**config.mk**
```make
export PLATFORM = sky130hd
export DESIGN_NAME = binary_to_decimal_ascii_digits_flat
export DESIGN_NICKNAME = d
export VERILOG_FILES = /design/src/sv/b2d_pkg.sv /design/src/sv/b2d_if.sv /design/src/sv/binary_to_decimal_ascii_digits.sv /design/src/sv/b2d_dabble.sv /design/src/sv/b2d_emit.sv /design/src/flat_wrapper.sv
export SDC_FILE = /design/constraint.sdc
export NUM_CORES = 1
export LEC_CHECK = 0
export BUFFER_PORTS_ARGS = -buffer_cell sky130_fd_sc_hd__buf_4
export CORE_UTILIZATION = 40
export CTS_CLUSTER_DIAMETER = 100
export DETAILED_ROUTE_END_ITERATION = 6
export SLEW_MARGIN = 5
export SYNTH_ARGS = -nofsm -noshare
export SYNTH_HDL_FRONTEND = slang
export SYNTH_SLANG_ARGS = --single-unit
```
**constraint.sdc**
```tcl
create_clock -name clk -period 3.6 [get_ports clk]
set_clock_uncertainty 0.1 [all_clocks]
set_input_delay 0.18 -clock clk [delete_from_list [all_inputs] [get_ports clk]]
set_output_delay 0.18 -clock clk [all_outputs]
set_load 0.01 [all_outputs]
```
**src/sv/b2d_pkg.sv**
```systemverilog
// Shared constants and types for the binary to decimal ASCII digit converter.
// Used by the interfaces, the shift-add unit, the digit emitter, the top level and the checker.
package b2d_pkg;

  localparam int IN_WIDTH    = 64;
  localparam int VALUE_WIDTH = 64;
  localparam int MAX_DIGITS  = 20;
  localparam int CHAR_WIDTH  = 6;
  localparam int DIGIT_BITS  = 4 * MAX_DIGITS;
  localparam int BIT_CNT_W   = $clog2(VALUE_WIDTH + 1);
  localparam int DIGIT_CNT_W = $clog2(MAX_DIGITS + 1);

  localparam logic [CHAR_WIDTH-1:0] ASCII_ZERO = CHAR_WIDTH'(48);
  localparam logic [CHAR_WIDTH-1:0] ASCII_NINE = CHAR_WIDTH'(57);

  typedef logic [3:0] digit_t;

  typedef enum logic [1:0] {
    D_IDLE,
    D_SHIFT,
    D_HOLD
  } dabble_state_t;

  typedef enum logic [1:0] {
    E_IDLE,
    E_SCAN,
    E_EMIT
  } emit_state_t;

  // Finished BCD word handed from the shift-add unit to the emitter.
  typedef struct packed {
    logic                  valid;
    logic [DIGIT_BITS-1:0] digits;
  } bcd_xfer_t;

endpackage

```
**src/sv/b2d_if.sv**
```systemverilog
// Valid/ready channel interfaces for the input values and the output characters.
// Depends on b2d_pkg for field widths.
interface b2d_in_if;
  logic                         valid;
  logic                         ready;
  logic [b2d_pkg::IN_WIDTH-1:0] value;

  modport source (output valid, output value, input ready);
  modport sink   (input valid, input value, output ready);
endinterface

interface b2d_out_if;
  logic                           valid;
  logic                           ready;
  logic [b2d_pkg::CHAR_WIDTH-1:0] digit_char;
  logic                           last;

  modport source (output valid, output digit_char, output last, input ready);
  modport sink   (input valid, input digit_char, input last, output ready);
endinterface

```
**src/sv/binary_to_decimal_ascii_digits.sv**
```systemverilog
// Top level of the binary to decimal ASCII digit converter.
// Depends on b2d_pkg, b2d_if, b2d_dabble and b2d_emit.
//
// Usage:
//   in_item takes one unsigned 64-bit value per item on a valid/ready handshake.
//   out_item gives its decimal digits as ASCII '0'..'9', most significant first,
//   leading zeros dropped, last high on the final digit; zero gives a single '0'.
//   Each value is taken, then shifted bit-serially into the BCD register, all 64
//   bits one at a time; the finished word is handed to the emitter, which skips
//   the leading zeros one at a time, leaves the scan, and then emits the digits
//   one at a time, waiting whenever the receiver stalls.
//   The shift-add unit takes a new value as soon as it has handed off its word
//   (accept, 64 shifts, hand-off), so the emitter's sweep of the 20 digits
//   overlaps the next value's shift loop.
//   Reset (rst_n low, synchronous) empties both units and drops any pending char.
//   A stalled receiver holds the registered char steady; the emitter waits, and
//   the shift-add unit then holds its finished word and stops taking input.
module binary_to_decimal_ascii_digits (
  input  logic       clk,
  input  logic       rst_n,
  b2d_in_if.sink     in_item,
  b2d_out_if.source  out_item
);

  b2d_pkg::bcd_xfer_t xfer;
  logic               xfer_ready;

  b2d_dabble u_dabble (
    .clk        (clk),
    .rst_n      (rst_n),
    .in_item    (in_item),
    .xfer       (xfer),
    .xfer_ready (xfer_ready)
  );

  b2d_emit u_emit (
    .clk        (clk),
    .rst_n      (rst_n),
    .xfer       (xfer),
    .xfer_ready (xfer_ready),
    .out_item   (out_item)
  );

endmodule

```
**src/sv/b2d_dabble.sv**
```systemverilog
// Bit-serial double dabble: shifts one value bit per cycle into a packed BCD register.
// Depends on b2d_pkg and b2d_in_if.
module b2d_dabble (
  input  logic               clk,
  input  logic               rst_n,
  b2d_in_if.sink             in_item,
  output b2d_pkg::bcd_xfer_t xfer,
  input  logic               xfer_ready
);

  b2d_pkg::dabble_state_t              state_r, state_nxt;
  logic [b2d_pkg::VALUE_WIDTH-1:0]     shift_r;
  logic [b2d_pkg::DIGIT_BITS-1:0]      bcd_r, bcd_nxt;
  logic [b2d_pkg::BIT_CNT_W-1:0]       cnt_r;
  b2d_pkg::digit_t                     adj [b2d_pkg::MAX_DIGITS];
  logic [b2d_pkg::MAX_DIGITS-1:0]      carry;
  logic                                accept;

  assign accept = in_item.valid && in_item.ready;

  always_comb begin
    state_nxt = state_r;
    unique case (state_r)
      b2d_pkg::D_IDLE:  if (in_item.valid) state_nxt = b2d_pkg::D_SHIFT;
      b2d_pkg::D_SHIFT: if (cnt_r == b2d_pkg::BIT_CNT_W'(1)) state_nxt = b2d_pkg::D_HOLD;
      b2d_pkg::D_HOLD:  if (xfer_ready) state_nxt = b2d_pkg::D_IDLE;
      default:          state_nxt = b2d_pkg::D_IDLE;
    endcase
  end

  always_comb begin
    in_item.ready = (state_r == b2d_pkg::D_IDLE);
    xfer.valid    = (state_r == b2d_pkg::D_HOLD);
    xfer.digits   = bcd_r;
  end

  // Add 3 to every digit of 5 or more, then shift the whole word left by one.
  always_comb begin
    for (int d = 0; d < b2d_pkg::MAX_DIGITS; d++) begin
      adj[d] = (bcd_r[4*d +: 4] >= 4'd5) ? bcd_r[4*d +: 4] + 4'd3 : bcd_r[4*d +: 4];
    end
    carry[0] = shift_r[b2d_pkg::VALUE_WIDTH-1];
    for (int d = 1; d < b2d_pkg::MAX_DIGITS; d++) begin
      carry[d] = adj[d-1][3];
    end
    for (int d = 0; d < b2d_pkg::MAX_DIGITS; d++) begin
      bcd_nxt[4*d +: 4] = {adj[d][2:0], carry[d]};
    end
  end

  always_ff @(posedge clk) begin
    if (!rst_n) begin
      state_r <= b2d_pkg::D_IDLE;
      cnt_r   <= '0;
    end else begin
      state_r <= state_nxt;
      if (accept) begin
        cnt_r <= b2d_pkg::BIT_CNT_W'(b2d_pkg::VALUE_WIDTH);
      end else if (state_r == b2d_pkg::D_SHIFT) begin
        cnt_r <= cnt_r - b2d_pkg::BIT_CNT_W'(1);
      end
    end
  end

  always_ff @(posedge clk) begin
    if (accept) begin
      shift_r <= in_item.value[b2d_pkg::VALUE_WIDTH-1:0];
      bcd_r   <= '0;
    end else if (state_r == b2d_pkg::D_SHIFT) begin
      shift_r <= shift_r << 1;
      bcd_r   <= bcd_nxt;
    end
  end

endmodule

```
**src/sv/b2d_emit.sv**
```systemverilog
// Digit emitter: shifts BCD digits out from the top, drops leading zeros, registers each char.
// Depends on b2d_pkg and b2d_out_if.
module b2d_emit (
  input  logic               clk,
  input  logic               rst_n,
  input  b2d_pkg::bcd_xfer_t xfer,
  output logic               xfer_ready,
  b2d_out_if.source          out_item
);

  b2d_pkg::emit_state_t              state_r, state_nxt;
  logic [b2d_pkg::DIGIT_BITS-1:0]    digits_r;
  logic [b2d_pkg::DIGIT_CNT_W-1:0]   rem_r;
  logic                              out_valid_r;
  logic [b2d_pkg::CHAR_WIDTH-1:0]    out_char_r;
  logic                              out_last_r;
  b2d_pkg::digit_t                   top;
  logic                              top_zero, final_digit, out_free, shift_en, emit_en;

  assign top         = digits_r[b2d_pkg::DIGIT_BITS-1 -: 4];
  assign top_zero    = (top == 4'd0);
  assign final_digit = (rem_r == b2d_pkg::DIGIT_CNT_W'(1));
  assign out_free    = !out_valid_r || out_item.ready;

  always_comb begin
    state_nxt = state_r;
    unique case (state_r)
      b2d_pkg::E_IDLE: if (xfer.valid) state_nxt = b2d_pkg::E_SCAN;
      b2d_pkg::E_SCAN: if (!top_zero || final_digit) state_nxt = b2d_pkg::E_EMIT;
      b2d_pkg::E_EMIT: if (out_free && final_digit) state_nxt = b2d_pkg::E_IDLE;
      default:         state_nxt = b2d_pkg::E_IDLE;
    endcase
  end

  always_comb begin
    xfer_ready = (state_r == b2d_pkg::E_IDLE);
    emit_en    = (state_r == b2d_pkg::E_EMIT) && out_free;
    // Skip a leading zero unless it is the only digit left.
    shift_en   = emit_en || ((state_r == b2d_pkg::E_SCAN) && top_zero && !final_digit);
  end

  always_ff @(posedge clk) begin
    if (!rst_n) begin
      state_r     <= b2d_pkg::E_IDLE;
      rem_r       <= '0;
      out_valid_r <= 1'b0;
    end else begin
      state_r <= state_nxt;
      if (xfer.valid && xfer_ready) begin
        rem_r <= b2d_pkg::DIGIT_CNT_W'(b2d_pkg::MAX_DIGITS);
      end else if (shift_en) begin
        rem_r <= rem_r - b2d_pkg::DIGIT_CNT_W'(1);
      end
      if (emit_en) begin
        out_valid_r <= 1'b1;
      end else if (out_item.ready) begin
        out_valid_r <= 1'b0;
      end
    end
  end

  always_ff @(posedge clk) begin
    if (xfer.valid && xfer_ready) begin
      digits_r <= xfer.digits;
    end else if (shift_en) begin
      digits_r <= digits_r << 4;
    end
    if (emit_en) begin
      out_char_r <= b2d_pkg::ASCII_ZERO | {{(b2d_pkg::CHAR_WIDTH-4){1'b0}}, top};
      out_last_r <= final_digit;
    end
  end

  assign out_item.valid      = out_valid_r;
  assign out_item.digit_char = out_char_r;
  assign out_item.last       = out_last_r;

endmodule

```
**src/flat_wrapper.sv**
```systemverilog
// flat-port wrapper written by rule: the top's interface ports become plain ports
module binary_to_decimal_ascii_digits_flat 
  (clk, rst_n, in_item_valid, in_item_value, in_item_ready, out_item_valid, out_item_digit_char, out_item_last, out_item_ready);
  b2d_in_if in_item_i ();
  b2d_out_if out_item_i ();
  input  logic clk;
  input  logic rst_n;
  input wire logic [$bits(in_item_i.valid)-1:0] in_item_valid;
  input wire logic [$bits(in_item_i.value)-1:0] in_item_value;
  output wire logic [$bits(in_item_i.ready)-1:0] in_item_ready;
  output wire logic [$bits(out_item_i.valid)-1:0] out_item_valid;
  output wire logic [$bits(out_item_i.digit_char)-1:0] out_item_digit_char;
  output wire logic [$bits(out_item_i.last)-1:0] out_item_last;
  input wire logic [$bits(out_item_i.ready)-1:0] out_item_ready;
  assign in_item_i.valid = in_item_valid;
  assign in_item_i.value = in_item_value;
  assign in_item_ready = in_item_i.ready;
  assign out_item_valid = out_item_i.valid;
  assign out_item_digit_char = out_item_i.digit_char;
  assign out_item_last = out_item_i.last;
  assign out_item_i.ready = out_item_ready;
  binary_to_decimal_ascii_digits u_core (.clk(clk), .rst_n(rst_n), .in_item(in_item_i), .out_item(out_item_i));
endmodule
```
==> tab_implementation.tex <==
\begin{tabular}{lr}
\hline
Metric & Value \\
\hline
\multicolumn{2}{l}{\textbf{Finish}} \\
Diode insertion count for antenna repair & 0 \\
Post-route non-filler standard cell count & 1690 \\
Final instance area & 13700 µm² \\
Final core area utilization & 49.4\% \\
Net count reported at finish & 1405 \\
Synth-to-layout area growth & 21.7\% \\
Layout cell share with drive strength beyond 1 & 12.0\% \\
\multicolumn{2}{l}{\textbf{Synthesis}} \\
\#FFs+latches synth & 246 \\
Synthesized-area fraction occupied by adder cells & 4.88\% \\
Fraction of post-synthesis cell area in the top cell type by area & 39.7\% \\
Cells taking the most area after synthesis & sky130\_fd\_sc\_hd\_\_edfxtp\_1 40\%, sky130\_fd\_sc\_hd\_\_dfxtp\_1 17\%, sky130\_fd\_sc\_hd\_\_nand2\_1 12\%, sky130\_fd\_sc\_hd\_\_ha\_1 4.9\%, sky130\_fd\_sc\_hd\_\_o21ai\_0 3.6\% \\
Library cells used by synthesis & 46 \\
Share of the synthesized area in compound gates (AO/OA/AOI/OAI) & 9.68\% \\
Top\_reg\_cell synth & sky130\_fd\_sc\_hd\_\_edfxtp\_1 \\
Instance count of the mapped netlist & 1170 \\
Post-synthesis sequential area ratio & 56.9\% \\
EDFF count, synth & 149 \\
Synth Area per Inst & 9.63 µm² \\
Xor-xnor portion of the synthesized cell area & 3.50\% \\
Number of warning messages in the yosys log & 0 \\
Fraction of the mapped netlist area in simple logic gates & 19.2\% \\
Share of flip-flops with an asynchronous set or reset & 0\% \\
Cell accounting for the most synthesized area & sky130\_fd\_sc\_hd\_\_edfxtp\_1 \\
Dominant combinational cell family by area after synthesis & simple AND/OR/NAND/NOR gates \\
Share of cell area taken by muxes after synthesis & 2.00\% \\
Syn Std Cell Area & 11300 µm² \\
\multicolumn{2}{l}{\textbf{Global routing}} \\
Global-route wire length before repair & 38600 µm \\
Vias in the first global route & 7856 \\
Antenna violations before repair & 0 \\
GRT Residual Overflow & 0 \\
Maximum number of pins on one net before global-route repair & 90 \\
Total Routing Usage GR & 16.2\% \\
\multicolumn{2}{l}{\textbf{Die}} \\
Core region area & 27800 µm² \\
Horizontal die dimension & 170 µm \\
Area of the die & 28900 µm² \\
Count of pins on the block boundary & 77 \\
Die Height & 170 µm \\
Initial standard-cell utilization of the core & 40.6\% \\
Row Count & 61 \\
\multicolumn{2}{l}{\textbf{Place}} \\
Detailed placer's ending HPWL & 13600 µm \\
Worst slack after detailed placement & 0.927 ns \\
Total instance count after detailed placement & 1574 \\
Count of buffers inserted at the top-level ports & 74 \\
Dpl cell area & 12200 µm² \\
Final RePlAce weighted congestion & 0.724 \\
\multicolumn{2}{l}{\textbf{Clock network}} \\
Insertion delay to the later sink of the worst-skew pair & 0.52 ns \\
Clock-pin slew on the worst setup and hold paths & 0.06 ns \\
H-tree levels & 1 \\
Hold buffer count at cts & 68 \\
Cells resized by post-CTS repair & 0 \\
Buffer type at the clock tree root & sky130\_fd\_sc\_hd\_\_clkbuf\_16 \\
Clock tree from TritonCTS & built \\
Maximum clock insertion buffer count & 3 \\
Post-CTS Setup Bufs & 0 \\
TritonCTS buffer count & 27 \\
Clk sinks & 246 \\
\multicolumn{2}{l}{\textbf{Timing}} \\
Maximum achievable frequency & 377 MHz \\
Final setup vio count & 0 \\
RSZ-0062 raised after global routing & no \\
Final setup TNS & 0 ns \\
Number of pins with negative max-slew slack in the final report & 0 \\
Shortest period the worst path allows & 2.66 ns \\
Hold\_ws & 0.355 ns \\
Actual transition at the worst max-transition pin & 1.04 ns \\
Final critical-path share of the clock period & 73.8\% \\
Hold violation total from the final report & 0 \\
Max transition margin & 30.8\% \\
Smallest setup slack after layout & 0.945 ns \\
\multicolumn{2}{l}{\textbf{Setup path}} \\
Worst setup EP type & flip-flop \\
Critical setup path kind & flip-flop to flip-flop \\
Path depth of the worst reg2reg path & 4 \\
Required time of the worst setup path & 3.71 ns \\
Launching element type of the critical path & flip-flop \\
CP Max Fanout & 35 \\
Arrival time of data at the critical path endpoint & 2.77 ns \\
\multicolumn{2}{l}{\textbf{Power and ir drop}} \\
Total Power & 6.31 mW \\
Reported leakage power & 5.40 nW \\
Power density over cell area & 460 nW/µm² \\
Worst vdd rail ir drop & 0.331 mV \\
\multicolumn{2}{l}{\textbf{Routing}} \\
Average wire per cell in the routed design & 13.5 µm \\
Routed vias/inst & 4.87 \\
Detailed Route WL & 22900 µm \\
Pre-antenna DRT Iters & 4 \\
Number of DRC markers in iteration 0 & 504 \\
Total number of vias & 8222 \\
Count of unresolved DRC violations after routing & 0 \\
Post-detailed-route count of antenna-violating nets & 0 \\
\multicolumn{2}{l}{\textbf{Min path}} \\
WHS Path Cells & 0 \\
Worst hold-check path type & flip-flop to flip-flop \\
\multicolumn{2}{l}{\textbf{Status}} \\
Outcome & complete, no violations \\
\multicolumn{2}{l}{\textbf{Run}} \\
Max-cap viol count & 0 \\
\hline
\end{tabular}
-- final timing paths --
check,slack (ns),to,start
worst max-delay path,0.94,u_core.u_emit.digits_r[40]$_DFFE_PP_,u_core.u_emit.digits_r[77]$_DFFE_PP_
worst min-delay path,0.35,u_core.u_emit.out_item.digit_char[2]$_DFFE_PP_,u_core.u_emit.digits_r[78]$_DFFE_PP_
worst max register to register,0.94,u_core.u_emit.digits_r[40]$_DFFE_PP_,u_core.u_emit.digits_r[77]$_DFFE_PP_
worst min register to register,0.35,u_core.u_emit.out_item.digit_char[2]$_DFFE_PP_,u_core.u_emit.digits_r[78]$_DFFE_PP_
-- critical path: stages, from the launching register on --
cell	delay, ns
sky130_fd_sc_hd__edfxtp_1	0.39
sky130_fd_sc_hd__or4_4	0.58
sky130_fd_sc_hd__o32ai_4	0.40
sky130_fd_sc_hd__nand2b_4	0.53
sky130_fd_sc_hd__buf_4	0.32
-- synth_stat cells (all sizes together), types with 2 or more instances --
library cell and n:
xnor2 22, and3 2, edfxtp 149, mux2 20, nor4b 2, clkbuf 41, ha 44, a21o 2
nand2 369, a211oi 2, nor3 4, o32ai 20, and2 3, inv 46, dfxtp 97, buf 19
nor2b 2, nand3 62, o21ai 117, a21oi 45, nand2b 26, xor2 23, nor2 38
-- registers in the layout (all words and copies together), names as in the netlist --
| signal | flops |
|---|---|
| u_core.u_dabble.bcd_r | 80 |
| u_core.u_dabble.cnt_r | 7 |
| u_core.u_dabble.shift_r | 64 |
| u_core.u_dabble.state_r | 2 |
| u_core.u_emit.digits_r | 80 |
| u_core.u_emit.out_item.digit_char | 4 |
| u_core.u_emit.out_item.last | 1 |
| u_core.u_emit.out_item.valid | 1 |
| u_core.u_emit.rem_r | 5 |
| u_core.u_emit.state_r | 2 |
-- power by group --
part	internal (mW)	leakage, nW	switching, mW
sequential	3.15	2.19	0.0466
combinational	0.199	2.79	0.300
clock	1.54	0.418	1.08
total	4.89	5.40	1.43
-- metal layers --
| metal | GRT usage, % | wire [µm] | vias up |
|---|---|---|---|
| met5 | 0 | 0 | - |
| met4 | 3.53 | 366 | 0 |
| met3 | 2.86 | 1080 | 26 |
| met2 | 25.8 | 10200 | 169 |
| met1 | 23.1 | 11200 | 3818 |
| li1 | - | - | 4209 |
-- layout by cell type (no fill, tap or decap), types with 2 or more instances in the layout --
| cell type | Yosys | routed |
|---|---|---|
| sky130_fd_sc_hd__clkbuf_16 | 0 | 27 |
| sky130_fd_sc_hd__o21ai_0 | 80 | 80 |
| sky130_fd_sc_hd__mux2_2 | 20 | 20 |
| sky130_fd_sc_hd__buf_4 | 2 | 83 |
| sky130_fd_sc_hd__a21oi_1 | 45 | 45 |
| sky130_fd_sc_hd__clkinv_2 | 0 | 6 |
| sky130_fd_sc_hd__ha_1 | 44 | 44 |
| sky130_fd_sc_hd__buf_12 | 0 | 2 |
| sky130_fd_sc_hd__dfxtp_1 | 97 | 97 |
| sky130_fd_sc_hd__edfxtp_1 | 149 | 149 |
| sky130_fd_sc_hd__a211oi_1 | 2 | 2 |
| sky130_fd_sc_hd__nand3_1 | 62 | 62 |
| sky130_fd_sc_hd__inv_1 | 46 | 46 |
| sky130_fd_sc_hd__nor3_1 | 3 | 2 |
| sky130_fd_sc_hd__and3_1 | 2 | 2 |
| sky130_fd_sc_hd__o32ai_1 | 19 | 19 |
| sky130_fd_sc_hd__nor2_1 | 37 | 37 |
| sky130_fd_sc_hd__nand2b_1 | 26 | 24 |
| sky130_fd_sc_hd__a21o_1 | 2 | 2 |
| sky130_fd_sc_hd__clkbuf_1 | 41 | 5 |
| sky130_fd_sc_hd__nand2b_4 | 0 | 2 |
| sky130_fd_sc_hd__clkinv_1 | 0 | 4 |
| sky130_fd_sc_hd__xnor2_1 | 22 | 22 |
| sky130_fd_sc_hd__dlygate4sd3_1 | 0 | 68 |
| sky130_fd_sc_hd__clkbuf_8 | 0 | 5 |
| sky130_fd_sc_hd__and2_1 | 3 | 2 |
| sky130_fd_sc_hd__nor3_2 | 1 | 2 |
| sky130_fd_sc_hd__o21ai_1 | 37 | 37 |
| sky130_fd_sc_hd__conb_1 | 1 | 2 |
| sky130_fd_sc_hd__nand2_1 | 369 | 367 |
| sky130_fd_sc_hd__xor2_1 | 23 | 23 |
-- final cells by class --
type                       instances  area (µm²)
inverter                          46         173
multi-input combinational        819        4480
fill                            2530       14100
timing repair buffer             153        1340
tap                              378         473
clock inverter                    11        75.1
sequential                       246        6420
clock buffer                      37         763
-- cell families (layout without fill, tap and decap cells) --
logic type / count (synthesis) / after routing
compound gates: 193 / 193
xor+xnor: 45 / 45
fa+ha+maj: 44 / 44
buf+inv: 106 / 247
flops: 246 / 246
mux: 20 / 20
other cells: 1 / 2
simple gates: 515 / 515
Note: power is estimated with default switching activity, not from simulation.
